[src/hdl/csma_pkg.sv]
// Shared types and constants for the CSMA-CA backoff controller.
// Used by the controller, the datapath, the top level and the checker.
`default_nettype none

package csma_pkg;

    typedef enum logic [2:0] {
        CMD_NEW_FRAME = 3'd0,
        CMD_ATTEMPT   = 3'd1,
        CMD_CCA_CLEAR = 3'd2,
        CMD_CCA_BUSY  = 3'd3,
        CMD_CCA_NOTV  = 3'd4,
        CMD_DONE      = 3'd5
    } cmd_t;

    typedef enum logic [2:0] {
        ACT_NONE    = 3'd0,
        ACT_WAIT    = 3'd1,
        ACT_TX      = 3'd2,
        ACT_GIVEUP  = 3'd3,
        ACT_RECHECK = 3'd4
    } act_t;

    typedef enum logic [1:0] {
        ST_IDLE,
        ST_DRAW,
        ST_HOLD
    } ctrl_state_t;

    localparam logic [2:0] CFG_SLOTTED      = 3'd0;
    localparam logic [2:0] CFG_MIN_BE       = 3'd1;
    localparam logic [2:0] CFG_MAX_BE       = 3'd2;
    localparam logic [2:0] CFG_MAX_BUSY     = 3'd3;
    localparam logic [2:0] CFG_MAX_ATTEMPTS = 3'd4;
    localparam logic [2:0] CFG_BATT_SAVE    = 3'd5;

    localparam int DRAW_STEPS = 8;

    typedef struct packed {
        logic capture;
        logic mod_step;
        logic out_load;
    } ctrl_cmd_t;

    typedef struct packed {
        logic need_draw;
    } dp_status_t;

endpackage

`default_nettype wire

[src/hdl/csma_ca_backoff_controller.sv]
// Top level of the CSMA-CA backoff controller: sequencer plus datapath.
// Sequence: a word without a random draw goes from capture straight to the
// output register load; a word with a draw first runs the 8 steps of the
// one-bit-a-cycle remainder unit. A new word is taken only after the last
// is loaded, later while a previous result word is still held at the output.
// Reset: configuration returns to its defaults, frame state clears to zero.
`default_nettype none

module csma_ca_backoff_controller
    import csma_pkg::*;
(
    input  wire logic       clk,
    input  wire logic       rst_n,
    input  wire logic       cfg_we,
    input  wire logic [2:0] cfg_index,
    input  wire logic [3:0] cfg_data,
    input  wire logic       in_valid,
    output logic            in_ready,
    input  wire logic [2:0] command,
    input  wire logic [2:0] attempts_request,
    input  wire logic       is_broadcast,
    input  wire logic [7:0] random_draw,
    output logic            out_valid,
    input  wire logic       out_ready,
    output logic [2:0]      action,
    output logic [7:0]      backoff_periods,
    output logic [2:0]      attempts_left,
    output logic [3:0]      backoff_exp_now
);

    ctrl_cmd_t  cmd;
    dp_status_t status;

    csma_ctrl u_ctrl (
        .clk       (clk),
        .rst_n     (rst_n),
        .in_valid  (in_valid),
        .in_ready  (in_ready),
        .out_valid (out_valid),
        .out_ready (out_ready),
        .status    (status),
        .cmd       (cmd)
    );

    csma_dp u_dp (
        .clk              (clk),
        .rst_n            (rst_n),
        .cmd              (cmd),
        .status           (status),
        .cfg_we           (cfg_we),
        .cfg_index        (cfg_index),
        .cfg_data         (cfg_data),
        .command          (command),
        .attempts_request (attempts_request),
        .is_broadcast     (is_broadcast),
        .random_draw      (random_draw),
        .action           (action),
        .backoff_periods  (backoff_periods),
        .attempts_left    (attempts_left),
        .backoff_exp_now  (backoff_exp_now)
    );

endmodule

`default_nettype wire

[src/hdl/csma_ctrl.sv]
// Sequencer of the CSMA-CA backoff controller: accepts a word, runs the
// remainder steps when a draw is needed and loads the output register.
// Depends on csma_pkg.
`default_nettype none

module csma_ctrl
    import csma_pkg::*;
(
    input  wire logic       clk,
    input  wire logic       rst_n,
    input  wire logic       in_valid,
    output logic            in_ready,
    output logic            out_valid,
    input  wire logic       out_ready,
    input  wire dp_status_t status,
    output ctrl_cmd_t       cmd
);

    ctrl_state_t state_reg, state_next;
    logic [2:0]  step_reg, step_next;
    logic        out_valid_reg, out_valid_next;

    always_ff @(posedge clk or negedge rst_n)
    begin
        if (!rst_n)
        begin
            state_reg     <= ST_IDLE;
            step_reg      <= '0;
            out_valid_reg <= 1'b0;
        end
        else
        begin
            state_reg     <= state_next;
            step_reg      <= step_next;
            out_valid_reg <= out_valid_next;
        end
    end

    always_comb
    begin
        state_next = state_reg;
        step_next  = step_reg;
        cmd        = '0;
        in_ready   = 1'b0;
        case (state_reg)
            ST_IDLE:
            begin
                in_ready = 1'b1;
                if (in_valid)
                begin
                    cmd.capture = 1'b1;
                    step_next   = '0;
                    state_next  = status.need_draw ? ST_DRAW : ST_HOLD;
                end
            end
            ST_DRAW:
            begin
                cmd.mod_step = 1'b1;
                step_next    = step_reg + 3'd1;
                if (step_reg == 3'(DRAW_STEPS - 1))
                begin
                    state_next = ST_HOLD;
                end
            end
            ST_HOLD:
            begin
                if (!out_valid_reg || out_ready)
                begin
                    cmd.out_load = 1'b1;
                    state_next   = ST_IDLE;
                end
            end
            default:
            begin
                state_next = ST_IDLE;
            end
        endcase

        if (cmd.out_load)
        begin
            out_valid_next = 1'b1;
        end
        else if (out_ready)
        begin
            out_valid_next = 1'b0;
        end
        else
        begin
            out_valid_next = out_valid_reg;
        end
    end

    assign out_valid = out_valid_reg;

endmodule

`default_nettype wire

[src/hdl/csma_dp.sv]
// Datapath of the CSMA-CA backoff controller: configuration and frame state,
// event decode, a bit-serial remainder unit for the backoff draw, and the
// output register. Depends on csma_pkg.
`default_nettype none

module csma_dp
    import csma_pkg::*;
(
    input  wire logic       clk,
    input  wire logic       rst_n,
    input  wire ctrl_cmd_t  cmd,
    output dp_status_t      status,
    input  wire logic       cfg_we,
    input  wire logic [2:0] cfg_index,
    input  wire logic [3:0] cfg_data,
    input  wire logic [2:0] command,
    input  wire logic [2:0] attempts_request,
    input  wire logic       is_broadcast,
    input  wire logic [7:0] random_draw,
    output logic [2:0]      action,
    output logic [7:0]      backoff_periods,
    output logic [2:0]      attempts_left,
    output logic [3:0]      backoff_exp_now
);

    logic       slotted_reg;
    logic [3:0] min_be_reg;
    logic [3:0] max_be_reg;
    logic [2:0] max_busy_reg;
    logic [2:0] max_att_reg;
    logic       batt_reg;

    logic       pending_reg, pending_next;
    logic [2:0] att_reg, att_next;
    logic [2:0] busy_reg, busy_next;
    logic [1:0] cw_reg, cw_next;
    logic [3:0] be_reg, be_next;

    act_t       act_next;
    logic [7:0] fixed_next;
    logic       draw_next;

    act_t       res_act_reg;
    logic [7:0] res_fixed_reg;
    logic       res_draw_reg;
    logic [2:0] res_att_reg;
    logic [3:0] res_be_reg;

    logic [7:0] dividend_reg;
    logic [7:0] rem_reg;
    logic [7:0] mod_reg;

    logic [1:0] win;
    logic [3:0] be_start;
    logic [4:0] be_inc;
    logic [3:0] be_capped;
    logic [3:0] busy_inc;
    logic [2:0] att_dec;
    logic [3:0] e_draw;
    logic [8:0] mod_full;
    logic [8:0] trial;

    always_ff @(posedge clk or negedge rst_n)
    begin
        if (!rst_n)
        begin
            slotted_reg  <= 1'b1;
            min_be_reg   <= 4'd3;
            max_be_reg   <= 4'd5;
            max_busy_reg <= 3'd4;
            max_att_reg  <= 3'd3;
            batt_reg     <= 1'b0;
        end
        else if (cfg_we)
        begin
            case (cfg_index)
                CFG_SLOTTED:      slotted_reg  <= cfg_data[0];
                CFG_MIN_BE:       min_be_reg   <= cfg_data;
                CFG_MAX_BE:       max_be_reg   <= cfg_data;
                CFG_MAX_BUSY:     max_busy_reg <= cfg_data[2:0];
                CFG_MAX_ATTEMPTS: max_att_reg  <= cfg_data[2:0];
                CFG_BATT_SAVE:    batt_reg     <= cfg_data[0];
                default:          ;
            endcase
        end
    end

    always_comb
    begin
        win       = slotted_reg ? 2'd2 : 2'd1;
        be_start  = (batt_reg && (min_be_reg > 4'd2)) ? 4'd2 : min_be_reg;
        be_inc    = {1'b0, be_reg} + 5'd1;
        be_capped = (be_inc > {1'b0, max_be_reg}) ? max_be_reg : be_inc[3:0];
        busy_inc  = {1'b0, busy_reg} + 4'd1;
        att_dec   = (att_reg != 3'd0) ? (att_reg - 3'd1) : 3'd0;

        pending_next = pending_reg;
        att_next     = att_reg;
        busy_next    = busy_reg;
        cw_next      = cw_reg;
        be_next      = be_reg;
        act_next     = ACT_NONE;
        fixed_next   = 8'd0;
        draw_next    = 1'b0;

        case (cmd_t'(command))
            CMD_NEW_FRAME:
            begin
                pending_next = 1'b1;
                if (is_broadcast)
                begin
                    att_next = 3'd1;
                end
                else
                begin
                    att_next = (attempts_request != 3'd0) ? attempts_request : max_att_reg;
                end
            end
            CMD_ATTEMPT:
            begin
                if (pending_reg)
                begin
                    if (att_reg == 3'd0)
                    begin
                        pending_next = 1'b0;
                        act_next     = ACT_GIVEUP;
                    end
                    else
                    begin
                        busy_next = 3'd0;
                        cw_next   = win;
                        be_next   = be_start;
                        act_next  = ACT_WAIT;
                        draw_next = 1'b1;
                    end
                end
            end
            CMD_CCA_CLEAR:
            begin
                if (pending_reg)
                begin
                    if (cw_reg > 2'd1)
                    begin
                        cw_next    = cw_reg - 2'd1;
                        act_next   = ACT_WAIT;
                        fixed_next = 8'd1;
                    end
                    else
                    begin
                        cw_next  = 2'd0;
                        att_next = att_dec;
                        act_next = ACT_TX;
                    end
                end
            end
            CMD_CCA_BUSY:
            begin
                if (pending_reg)
                begin
                    cw_next = win;
                    be_next = be_capped;
                    if (busy_inc > {1'b0, max_busy_reg})
                    begin
                        att_next = att_dec;
                        if (att_dec == 3'd0)
                        begin
                            pending_next = 1'b0;
                            act_next     = ACT_GIVEUP;
                        end
                        else
                        begin
                            busy_next = 3'd0;
                            be_next   = be_start;
                            act_next  = ACT_WAIT;
                            draw_next = 1'b1;
                        end
                    end
                    else
                    begin
                        busy_next = busy_inc[2:0];
                        act_next  = ACT_WAIT;
                        draw_next = 1'b1;
                    end
                end
            end
            CMD_CCA_NOTV:
            begin
                if (pending_reg)
                begin
                    act_next = ACT_RECHECK;
                end
            end
            CMD_DONE:
            begin
                pending_next = 1'b0;
                att_next     = 3'd0;
            end
            default:
            begin
            end
        endcase

        if (be_next == 4'd0)
        begin
            e_draw = 4'd1;
        end
        else if (be_next > 4'd8)
        begin
            e_draw = 4'd8;
        end
        else
        begin
            e_draw = be_next;
        end
        mod_full = (9'd1 << e_draw) - 9'd1;

        trial = {rem_reg, dividend_reg[7]};
    end

    assign status.need_draw = draw_next;

    always_ff @(posedge clk or negedge rst_n)
    begin
        if (!rst_n)
        begin
            pending_reg <= 1'b0;
            att_reg     <= '0;
            busy_reg    <= '0;
            cw_reg      <= '0;
            be_reg      <= '0;
        end
        else if (cmd.capture)
        begin
            pending_reg <= pending_next;
            att_reg     <= att_next;
            busy_reg    <= busy_next;
            cw_reg      <= cw_next;
            be_reg      <= be_next;
        end
    end

    always_ff @(posedge clk)
    begin
        if (cmd.capture)
        begin
            res_act_reg   <= act_next;
            res_fixed_reg <= fixed_next;
            res_draw_reg  <= draw_next;
            res_att_reg   <= att_next;
            res_be_reg    <= be_next;
            dividend_reg  <= random_draw;
            rem_reg       <= 8'd0;
            mod_reg       <= mod_full[7:0];
        end
        else if (cmd.mod_step)
        begin
            dividend_reg <= {dividend_reg[6:0], 1'b0};
            if (trial >= {1'b0, mod_reg})
            begin
                rem_reg <= 8'(trial - {1'b0, mod_reg});
            end
            else
            begin
                rem_reg <= trial[7:0];
            end
        end
    end

    always_ff @(posedge clk)
    begin
        if (cmd.out_load)
        begin
            action          <= res_act_reg;
            backoff_periods <= res_draw_reg ? (rem_reg + 8'd1) : res_fixed_reg;
            attempts_left   <= res_att_reg;
            backoff_exp_now <= res_be_reg;
        end
    end

endmodule

`default_nettype wire

[config.mk]
export PLATFORM = sky130hd
export DESIGN_NAME = csma_ca_backoff_controller
export DESIGN_NICKNAME = d
export VERILOG_FILES = /design/src/hdl/csma_pkg.sv /design/src/hdl/csma_ca_backoff_controller.sv /design/src/hdl/csma_ctrl.sv /design/src/hdl/csma_dp.sv
export SDC_FILE = /design/constraint.sdc
export NUM_CORES = 1
export LEC_CHECK = 0
export CAP_MARGIN = 0
export CORE_ASPECT_RATIO = 1.1
export CORE_MARGIN = 4
export CORE_UTILIZATION = 50
export CTS_BUF_LIST = sky130_fd_sc_hd__clkbuf_4 sky130_fd_sc_hd__clkbuf_8
export CTS_CLUSTER_DIAMETER = 80
export DETAILED_ROUTE_END_ITERATION = 10
export DONT_BUFFER_PORTS = 1
export GPL_TIMING_DRIVEN = 1
export PLACE_DENSITY = 0.68
export SLEW_MARGIN = 20
export SYNTH_ARGS = -nofsm -noshare
export SYNTH_HDL_FRONTEND = slang
export SYNTH_HIERARCHICAL = 1
export SYNTH_SLANG_ARGS = --single-unit
[constraint.sdc]
create_clock -name clk -period 5.68 [get_ports clk]
set_input_delay 0.284 -clock clk [delete_from_list [all_inputs] [get_ports clk]]
set_output_delay 0.284 -clock clk [all_outputs]
set_load 0.02 [all_outputs]
==> results of run 1 <==
==> critical path, cell delays in order, from the launching register on <==
cell       delay (ns)
dfrtp_1          0.46
ha_1             0.27
xor2_1           0.16
ha_1             0.30
a21o_1           0.17
a211o_4          0.35
o21ai_4          0.23
mux2i_1          0.21
a2bb2oi_1        0.37
nand2_1          0.19
or3_2            0.48
ha_1             0.26
or4b_1           0.54
nand4_1          0.10
==> routing by layer <==
| metal | wire [um] | GRT usage [%] | vias to the layer above |
|---|---|---|---|
| met3 | 433 | 4.11 | 15 |
| met4 | 214 | 7.18 | 0 |
| li1 | - | - | 1624 |
| met2 | 5110 | 32.3 | 87 |
| met5 | 0 | 0 | - |
| met1 | 4120 | 21.2 | 1624 |
==> cell type report <==
| type | count | share of cell area, % |
|---|---|---|
| inverter | 33 | 2.41 |
| multi-input combinational | 305 | 42.6 |
| clock buffer | 11 | 2.82 |
| timing repair buffer | 6 | 1.21 |
| sequential | 89 | 47.1 |
| clock inverter | 5 | 1.02 |
| tap | 117 | 2.84 |
==> cell usage in the layout (no fill, tap or decap), drive strengths merged, types with 5 or more instances in the layout <==
cell type  instances
a211oi             7
dfstp              8
o21ai             24
mux2i              8
nand4              6
nor2              32
nand2             29
mux2              23
and2              11
nand3             14
xnor2              9
edfxtp            46
nor3               8
inv               34
xor2               5
a21o               7
dfxtp              8
a21oi             17
a31oi              5
ha                23
clkbuf            11
dfrtp             27
==> final timing paths <==
kind / startpoint / slack, ns / endpoint / cells past startpoint
worst max-delay path: u_dp/be_reg[0]$_DFFE_PN0P_ / 1.46 / u_dp/mod_reg[4]$_DFFE_PP_ / 13
worst min-delay path: cfg_data[0] / 0.02 / u_dp/slotted_reg$_DFFE_PN1P_ / 2
worst max register to register: u_dp/be_reg[0]$_DFFE_PN0P_ / 1.46 / u_dp/mod_reg[4]$_DFFE_PP_ / 13
worst min register to register: u_dp/res_att_reg[2]$_DFFE_PP_ / 0.42 / u_dp/attempts_left[2]$_DFFE_PP_ / 0
max in group asynchronous: rst_n / 5.07 / u_dp/max_be_reg[2]$_DFFE_PN1P_ / 2
min in group asynchronous: rst_n / 0.35 / u_dp/busy_reg[0]$_DFFE_PN0P_ / 2
==> cell families after synthesis <==
kind of cell	Yosys count	share of synthesized area, %
AO/OA/AOI/OAI	96	14.1
XOR/XNOR	14	2.56
adder cells (fa/ha/maj)	24	6.43
buffers and inverters	43	3.58
flip-flops	89	50.7
multiplexers	31	7.09
other	1	0.0784
AND/OR/NAND/NOR	138	15.4
==> where the power goes <==
part / total, mW / switching [mW] / internal (mW)
combinational: 1.07 / 0.596 / 0.469
sequential: 1.20 / 0.226 / 0.975
clock: 0.447 / 0.228 / 0.219
==> metrics by stage <==
stage | setup slack (ns) | cells
floorplan | 1.80 | 437
global placement | 1.64 | 547
detailed placement | 1.51 | 547
CTS | 1.48 | 566
global route | 1.29 | 566
finish | 1.46 | 566
==> key figures, run 1 <==
Outcome
  • Run status: finished, final reports clean

Setup path
  • Crit Path Max Fanout: 7
  • Startpoint type of the worst setup path: flip-flop
  • CP Capture Type: flip-flop
  • WP data arrival: 4.46 ns
  • Worst path required time: 5.92 ns
  • Path type of the worst setup path: flip-flop to flip-flop

Clock network
  • Clk pin slew, worst setup/hold paths: 0.09 ns
  • Clock latency on the worst-skew pair: 0.37 ns
  • Clock sinks: 89
  • CTS root buf: clkbuf_8
  • Post-CTS Resized: 0
  • Htree depth: 3
  • Hold buffers post-CTS: 3
  • Post-CTS Setup Bufs: 0
  • CTS tree: done
  • CTS buffer count: 9
  • CTS max path bufs: 2

Synth
  • Sequential share of the synthesized area: 50.7%
  • Count leader, synth: edfxtp_1
  • Syn Inst Count: 436
  • Area leader, netlist: edfxtp_1
  • Post-Synthesis Mean Instance Area: 11.0 um2
  • Synth area leaders: edfxtp_1 (29%), dfrtp_1 (14%), ha_1 (6.0%), mux2_2 (5.4%), dfstp_2 (4.4%)
  • Top post-synthesis cells by count: edfxtp_1 (46), inv_1 (33), nor2_1 (32)
  • EDFF count, synth: 46
  • Top cell type's share of synthesized area: 28.9%
  • Synth unique cells: 75
  • FF+latch count, synth: 89
  • Ys async rst share: 39.3%
  • Synth Flop Type: edfxtp_1
  • Yosys warning total: 6
  • Post-Synthesis Cell Area: 4790 um2

Drt
  • Routed WL: 9.87 mm
  • Routed wire length per instance: 17.4 um
  • Remaining DRCs: 0
  • Routed Antenna Nets: 0
  • Detailed Routing Iterations Pass 1: 4
  • DR iter-0 viols: 193
  • Vias: 3350
  • Vias per cell: 5.92

Power and ir drop
  • PD cells: 527 nW/um2
  • Total power draw: 2.71 mW
  • VDD IR max: 0.207 mV
  • Leakage: 2.12 nW

Floorplan
  • Die Wd: 101 um
  • Starting Density: 51.2%
  • Overall die height: 111 um
  • Core area: 9350 um2
  • Row Count: 37
  • I/O pins: 47
  • Die area: 11200 um2

Layout
  • Util after Layout: 55.1%
  • Fraction of layout cells with a size suffix above 1: 14.7%
  • Final-layout fill cell count: 789
  • Area Overhead vs Synth: 7.61%
  • Area of the multi-input gates: 2190 um2
  • Fin area: 5150 um2
  • Antenna Cells: 0
  • Final nets: 495
  • Area occupied by registers: 2430 um2

Timing
  • Final Max Tran Viols: 0
  • Setup TNS: 0 ns
  • Worst clock skew: 0.0133 ns
  • RSZ-0062 raised after global routing: false
  • Final setup vio count: 0
  • Final Hold Violating Endpoints: 0
  • Minimum clock period: 4.22 ns
  • Max Clk Rate: 237 MHz
  • Tcrit/Tclk final: 74.4%
  • Minimum hold slack: 0.0181 ns
  • Slew margin rel.: 45.5%
  • Worst slew pin tran: 0.818 ns

Global routing
  • Total grt overflow: 0
  • Vias in the first global route: 3420
  • First-pass GRT wire length: 16.2 mm
  • Total Routing Usage GR: 18.3%
  • Largest net degree at the start of global routing: 49
  • Initial antenna violation count: 0

Placement
  • DP HPWL: 7.15 mm
  • # port buffers: 0
  • Gpl congestion: 0.857
  • Placed cell area: 4910 um2

Hold path
  • HP Class: input port to flip-flop

Flow run
  • Max cap viols: 0
No activity file was read; power rests on OpenSTA's default activity.
==> run 2, diff against run 1 <==
clock period = 3.98 ns   (was 5.68 ns; I/O delays follow)
==> run 2 against run 1 <==
  * Core utilization rose by 1.7 points
  * Maximum frequency up 11%
  * Global-route usage increased by 0.16 points
  * Total power increased by 45%
  * Sequential power increased by 42%
  * Setup slack got worse by 1.3 ns
  * Wire length down 0.64%
==> key figures, run 2 (synthesized netlist as in run 1, its figures left out) <==
Outcome
  • Run status: finished, final reports clean

Global routing
  • Largest net degree at the start of global routing: 36
  • First-pass GRT wire length: 16.3 mm
  • Vias in the first global route: 3357
  • Total Routing Usage GR: 18.5%
  • Total grt overflow: 0
  • Initial antenna violation count: 0

Hold path
  • HP Class: input port to flip-flop
  • Hold path depth: 1

Clock network
  • CTS tree: done
  • CTS max path bufs: 2
  • Htree depth: 3
  • CTS buffer count: 9
  • Clk pin slew, worst setup/hold paths: 0.09 ns
  • Clock sinks: 89
  • Clock latency on the worst-skew pair: 0.37 ns
  • CTS root buf: clkbuf_8

Setup path
  • CP peak stage delay: 0.52 ns
  • Path type of the worst setup path: flip-flop to flip-flop
  • Reg-to-reg endpoint: u_dp/mod_reg[4]$_DFFE_PP_
  • Reg2reg path depth: 13
  • Crit Path Max Fanout: 5
  • CP Capture Type: flip-flop
  • Critical path launch point: u_dp/be_reg[1]$_DFFE_PN0P_
  • Crit path to: u_dp/mod_reg[4]$_DFFE_PP_
  • Crit-path slowest cell: or4b_1
  • Startpoint type of the worst setup path: flip-flop
  • WP data arrival: 4.03 ns
  • FF-to-FF setup slack: 0.19 ns
  • Reg-to-Reg Start: u_dp/be_reg[1]$_DFFE_PN0P_
  • Cells along the critical path: ha_2 > xor2_2 > ha_1 > a21o_1 > a211o_4 > o21ai_4 > mux2i_1 > a21oi_1 > a221o_2 > or3_4 > ha_4 > or4b_1 > nand4_1
  • Worst path required time: 4.22 ns

Timing
  • Tcrit/Tclk final: 95.2%
  • Setup TNS: 0 ns
  • Final setup vio count: 0
  • Worst slew pin tran: 0.788 ns
  • Max Clk Rate: 264 MHz
  • Minimum clock period: 3.79 ns
  • Final Max Tran Viols: 0
  • Final Hold Violating Endpoints: 0
  • RSZ-0062 raised after global routing: false
  • Slew margin rel.: 47.5%
  • Worst clock skew: 0.0101 ns

Drt
  • Remaining DRCs: 0
  • DR iter-0 viols: 124
  • Routed Antenna Nets: 0
  • Routed WL: 9.81 mm
  • Vias: 3366
  • Routed wire length per instance: 16.9 um
  • Vias per cell: 5.78
  • Detailed Routing Iterations Pass 1: 4

Layout
  • Fraction of layout cells with a size suffix above 1: 17.2%
  • Fin cells: 582
  • Antenna Cells: 0
  • Area Overhead vs Synth: 10.9%
  • Final nets: 511
  • Commonest non-fill, non-tap cell in the layout: edfxtp_1
  • Fin area: 5310 um2
  • Most frequent cells in the layout: edfxtp_1 (46), nor2_1 (32), inv_1 (32)
  • Final-layout fill cell count: 787

Power and ir drop
  • Leakage: 2.17 nW
  • PD cells: 740 nW/um2
  • VDD IR max: 0.332 mV
  • Total power draw: 3.93 mW

Placement
  • Gpl congestion: 0.894
  • # port buffers: 0
  • Placed cell area: 4950 um2
  • DP HPWL: 7.12 mm
  • Placed Cells incl. Taps: 552

Floorplan
  • Overall die height: 111 um
  • I/O pins: 47
  • Core area: 9350 um2
  • Die Wd: 101 um
  • Starting Density: 51.2%
  • Row Count: 37
  • Die area: 11200 um2

Flow run
  • Max cap viols: 0
-- run 2: cell count changes in the layout (fill, tap and decap cells not counted), moves of 2 or more --
| cell | before | now |
|---|---|---|
| dlygate4sd3_1 | 2 | 10 |
| clkinv_4 | 0 | 2 |
| buf_4 | 3 | 11 |
| ha_1 | 23 | 21 |
-- run 2: cell type report --
type                    count  area (um2)  area share, %
inverters                  33         124           2.33
repair buffers             22         203           3.82
multi-input cells         305        2220           41.9
flip-flops and latches     89        2430           45.8
clock buffers              10         138           2.59
well taps                 117         146           2.76
clock inverters             6        42.5          0.802
-- run 2: worst min-delay path by stage --
stage / start / end / slack [ns]
after floorplan: rst_n / u_ctrl/out_valid$_DFFE_PN0P_ / -0.1
after global placement: rst_n / u_dp/max_att_reg[2]$_DFFE_PN0P_ / -0.1
after detailed placement: rst_n / u_dp/cw_reg[0]$_DFFE_PN0P_ / -0.1
after CTS: random_draw[0] / u_dp/dividend_reg[0]$_SDFFCE_PN0P_ / 0.02
after global routing: random_draw[5] / u_dp/dividend_reg[5]$_DFFE_PP_ / 0.01
final: random_draw[6] / u_dp/dividend_reg[6]$_DFFE_PP_ / 0.05
-- run 2: routing by layer --
layer	up-vias	track usage (%)	part of all wire, %	routed length [um]
met1	1612	23.1	44	4280
met4	0	8.78	2.4	240
met5	-	0	0	0
met3	19	4.74	4.1	405
met2	81	29.6	50	4890
li1	1654	-	-	-
-- run 2: timing repair --
| item | 4_1_cts | 5_1_grt |
|---|---|---|
| hold buffers | 11 | 0 |
| setup buffers | 2 | 1 |
| gates resized for setup | 0 | 9 |
| endpoints found under the setup margin | 1 | 2 |
| pin swaps | 1 | 1 |
| endpoints found under the hold margin | 56 | 0 |
-- run 2: per-stage QoR --
step	util, %	setup WS [ns]	hold WS [ns]
6_report	56.7	0.191	0.0455
3_3_place_gp	52.9	0.0962	-0.0951
3_5_place_dp	52.9	0.00711	-0.0952
2_1_floorplan	-	0.102	-0.0966
4_1_cts	56.3	0.0268	0.0202
5_1_grt	56.7	0.0585	0.0146
-- run 2: worst max-delay path: cells and delay by family (launching register included) --
kind | cells | cell delay [ns]
compound gates | 5 | 1.14
xor+xnor | 1 | 0.15
fa+ha+maj | 3 | 0.69
flops | 1 | 0.42
mux | 1 | 0.21
simple gates | 3 | 1.04
-- run 2: where the power goes --
part / leakage [nW] / switching [mW] / internal [mW]
sequential: 0.923 / 0.312 / 1.39
combinational: 1.16 / 0.883 / 0.762
clock: 0.0903 / 0.331 / 0.245
==> run 3, diff against run 2 <==
CORE_ASPECT_RATIO = unset   (was 1.1)
==> run 3 against run 2 <==
  * First-iteration DRC count rose by 94%
  * Total power rose by 1.8%
  * Register-to-register slack worse by 0.13 ns
  * Count of clock-buffer cells in the layout unchanged
  * Critical path type unchanged
==> key figures, run 3 (synthesized netlist as in run 1, its figures left out) <==
Setup path
  • CP Capture Type: flip-flop
  • Path type of the worst setup path: flip-flop to flip-flop
  • Startpoint type of the worst setup path: flip-flop
  • Reg-to-Reg Start: u_dp/be_reg[0]$_DFFE_PN0P_
  • Most Frequent Cell on Critical Path: ha_4
  • CP bufs+invs: 0
  • Worst path required time: 4.20 ns
  • Crit-path leading delay family: compound AO/OA/AOI/OAI gates
  • WP data arrival: 4.13 ns
  • Critical path launch point: u_dp/be_reg[0]$_DFFE_PN0P_
  • Cells along the critical path: ha_4 > xor2_2 > ha_1 > a21o_1 > a211o_4 > o21ai_4 > mux2i_2 > a21oi_2 > a221o_2 > or3_4 > ha_4 > or4b_1 > nand4_1
  • Crit-path slowest cell: or4b_1
  • Crit Path Max Fanout: 5
  • FF-to-FF setup slack: 0.06 ns
  • CP peak stage delay: 0.54 ns

Layout
  • Area occupied by registers: 2430 um2
  • Fin area: 5330 um2
  • Final-layout fill cell count: 815
  • Util after Layout: 57.4%
  • Area of the multi-input gates: 2240 um2
  • Area Overhead vs Synth: 11.3%
  • Most frequent cells in the layout: edfxtp_1 (46), inv_1 (33), nor2_1 (32)
  • Antenna Cells: 0
  • Fin cells: 591
  • Final nets: 508
  • Fraction of layout cells with a size suffix above 1: 17.7%
  • Commonest non-fill, non-tap cell in the layout: edfxtp_1

Power and ir drop
  • Sw frac: 39.4%
  • Clk network pwr share: 15.4%
  • Leakage: 2.17 nW
  • Comb power frac: 41.9%
  • Internal power: 2.42 mW
  • PD cells: 751 nW/um2
  • Total power draw: 4.00 mW
  • Reg power frac: 42.7%
  • VDD IR max: 0.303 mV
  • Switching Power: 1.57 mW

Clock network
  • Clock latency on the worst-skew pair: 0.36 ns
  • CTS max path bufs: 2
  • Clk pin slew, worst setup/hold paths: 0.10 ns
  • CTS buffer count: 9
  • Htree depth: 3
  • CTS tree: done
  • CTS root buf: clkbuf_8
  • Clock sinks: 89

Floorplan
  • Row Count: 35
  • I/O pins: 47
  • Die Wd: 106 um
  • Core area: 9280 um2
  • Overall die height: 106 um
  • Starting Density: 51.5%
  • Die area: 11200 um2

Global routing
  • Initial antenna violation count: 0
  • Total Routing Usage GR: 17.8%
  • Total grt overflow: 0
  • Vias in the first global route: 3401
  • Largest net degree at the start of global routing: 39
  • First-pass GRT wire length: 15.9 mm

Timing
  • Fin worst setup slack: 0.0645 ns
  • Final Max Tran Viols: 0
  • Setup TNS: 0 ns
  • Max Clk Rate: 255 MHz
  • Final setup vio count: 0
  • Slew margin rel.: 29.9%
  • Minimum clock period: 3.92 ns
  • Worst clock skew: 0.00852 ns
  • Worst slew pin tran: 1.05 ns
  • Final Hold Violating Endpoints: 0
  • Tcrit/Tclk final: 98.4%
  • Minimum hold slack: 0.0163 ns

Drt
  • Routed wire length per instance: 16.6 um
  • Remaining DRCs: 0
  • Routed WL: 9.81 mm
  • Routed Antenna Nets: 0
  • Vias per cell: 5.68
  • DR iter-0 viols: 241
  • Vias: 3354
  • Detailed Routing Iterations Pass 1: 4

Outcome
  • Run status: finished, final reports clean

Placement
  • Gpl congestion: 0.924
  • Placed Cells incl. Taps: 563
  • DP HPWL: 7.10 mm
  • Place WS: -0.0593 ns
  • # port buffers: 0
  • Placed cell area: 4960 um2

Hold path
  • HP Class: input port to flip-flop
  • Hold Startpoint: out_ready

Flow run
  • Max cap viols: 0
-- run 3: cell types whose count changed in the layout (fill, tap and decap cells not counted), moves of 2 or more --
| cell | change |
|---|---|
| inv_6 | +4 |
| dlygate4sd3_1 | -2 |
| clkinv_4 | -2 |
| a21oi_2 | +2 |
| a21oi_1 | -2 |
-- run 3: worst paths after layout --
| kind | cells past startpoint | to |
|---|---|---|
| worst max-delay path | 13 | u_dp/mod_reg[4]$_DFFE_PP_ |
| min in group asynchronous | 2 | u_dp/cw_reg[1]$_DFFE_PN0P_ |
| worst max register to register | 13 | u_dp/mod_reg[4]$_DFFE_PP_ |
| worst min-delay path | 2 | u_ctrl/state_reg[1]$_DFFE_PN0P_ |
| max in group asynchronous | 2 | u_dp/max_be_reg[2]$_DFFE_PN1P_ |
| worst min register to register | 0 | u_dp/action[0]$_DFFE_PP_ |
-- run 3: repair_timing --
action | 4_1_cts | 5_1_grt
buffers inserted | 2 | 1
endpoints found under the hold margin | 54 | 0
gates cloned | 0 | 0
hold buffers | 9 | 0
setup endpoints to repair | 1 | 2
gates resized for setup | 0 | 10
pin swaps | 1 | 4
-- run 3: routing by layer --
layer	track usage (%)	routed length, um	vias to the layer above
met4	6.48	153	0
met1	21.6	4280	1624
li1	-	-	1637
met5	0	0	-
met2	30.7	4980	79
met3	4.29	394	14
-- run 3: worst reg2reg max path: cells and delay by family (launching register included) --
| family | cells | cell delay [ns] |
|---|---|---|
| XOR/XNOR | 1 | 0.17 |
| adder cells (fa/ha/maj) | 3 | 0.69 |
| flip-flops | 1 | 0.43 |
| AO/OA/AOI/OAI | 5 | 1.16 |
| multiplexers | 1 | 0.27 |
| AND/OR/NAND/NOR | 3 | 1.06 |
-- run 3: final cells by class --
cell class | instances | area share (%)
Multi-Input combinational cell | 305 | 42.1
Sequential cell | 89 | 45.6
Timing Repair Buffer | 19 | 3.29
Inverter | 33 | 2.33
Clock buffer | 10 | 2.58
Tap cell | 129 | 3.03
Clock inverter | 6 | 1.03
-- run 3: power groups by stage --
stage | sequential, mW | clock (mW) | combinational (mW)
floorplan | 1.64 | 0 | 1.24
global placement | 1.71 | 0 | 1.48
detailed placement | 1.72 | 0 | 1.54
CTS | 1.70 | 0.634 | 1.60
global route | 1.74 | 0.677 | 1.86
finish | 1.71 | 0.615 | 1.68
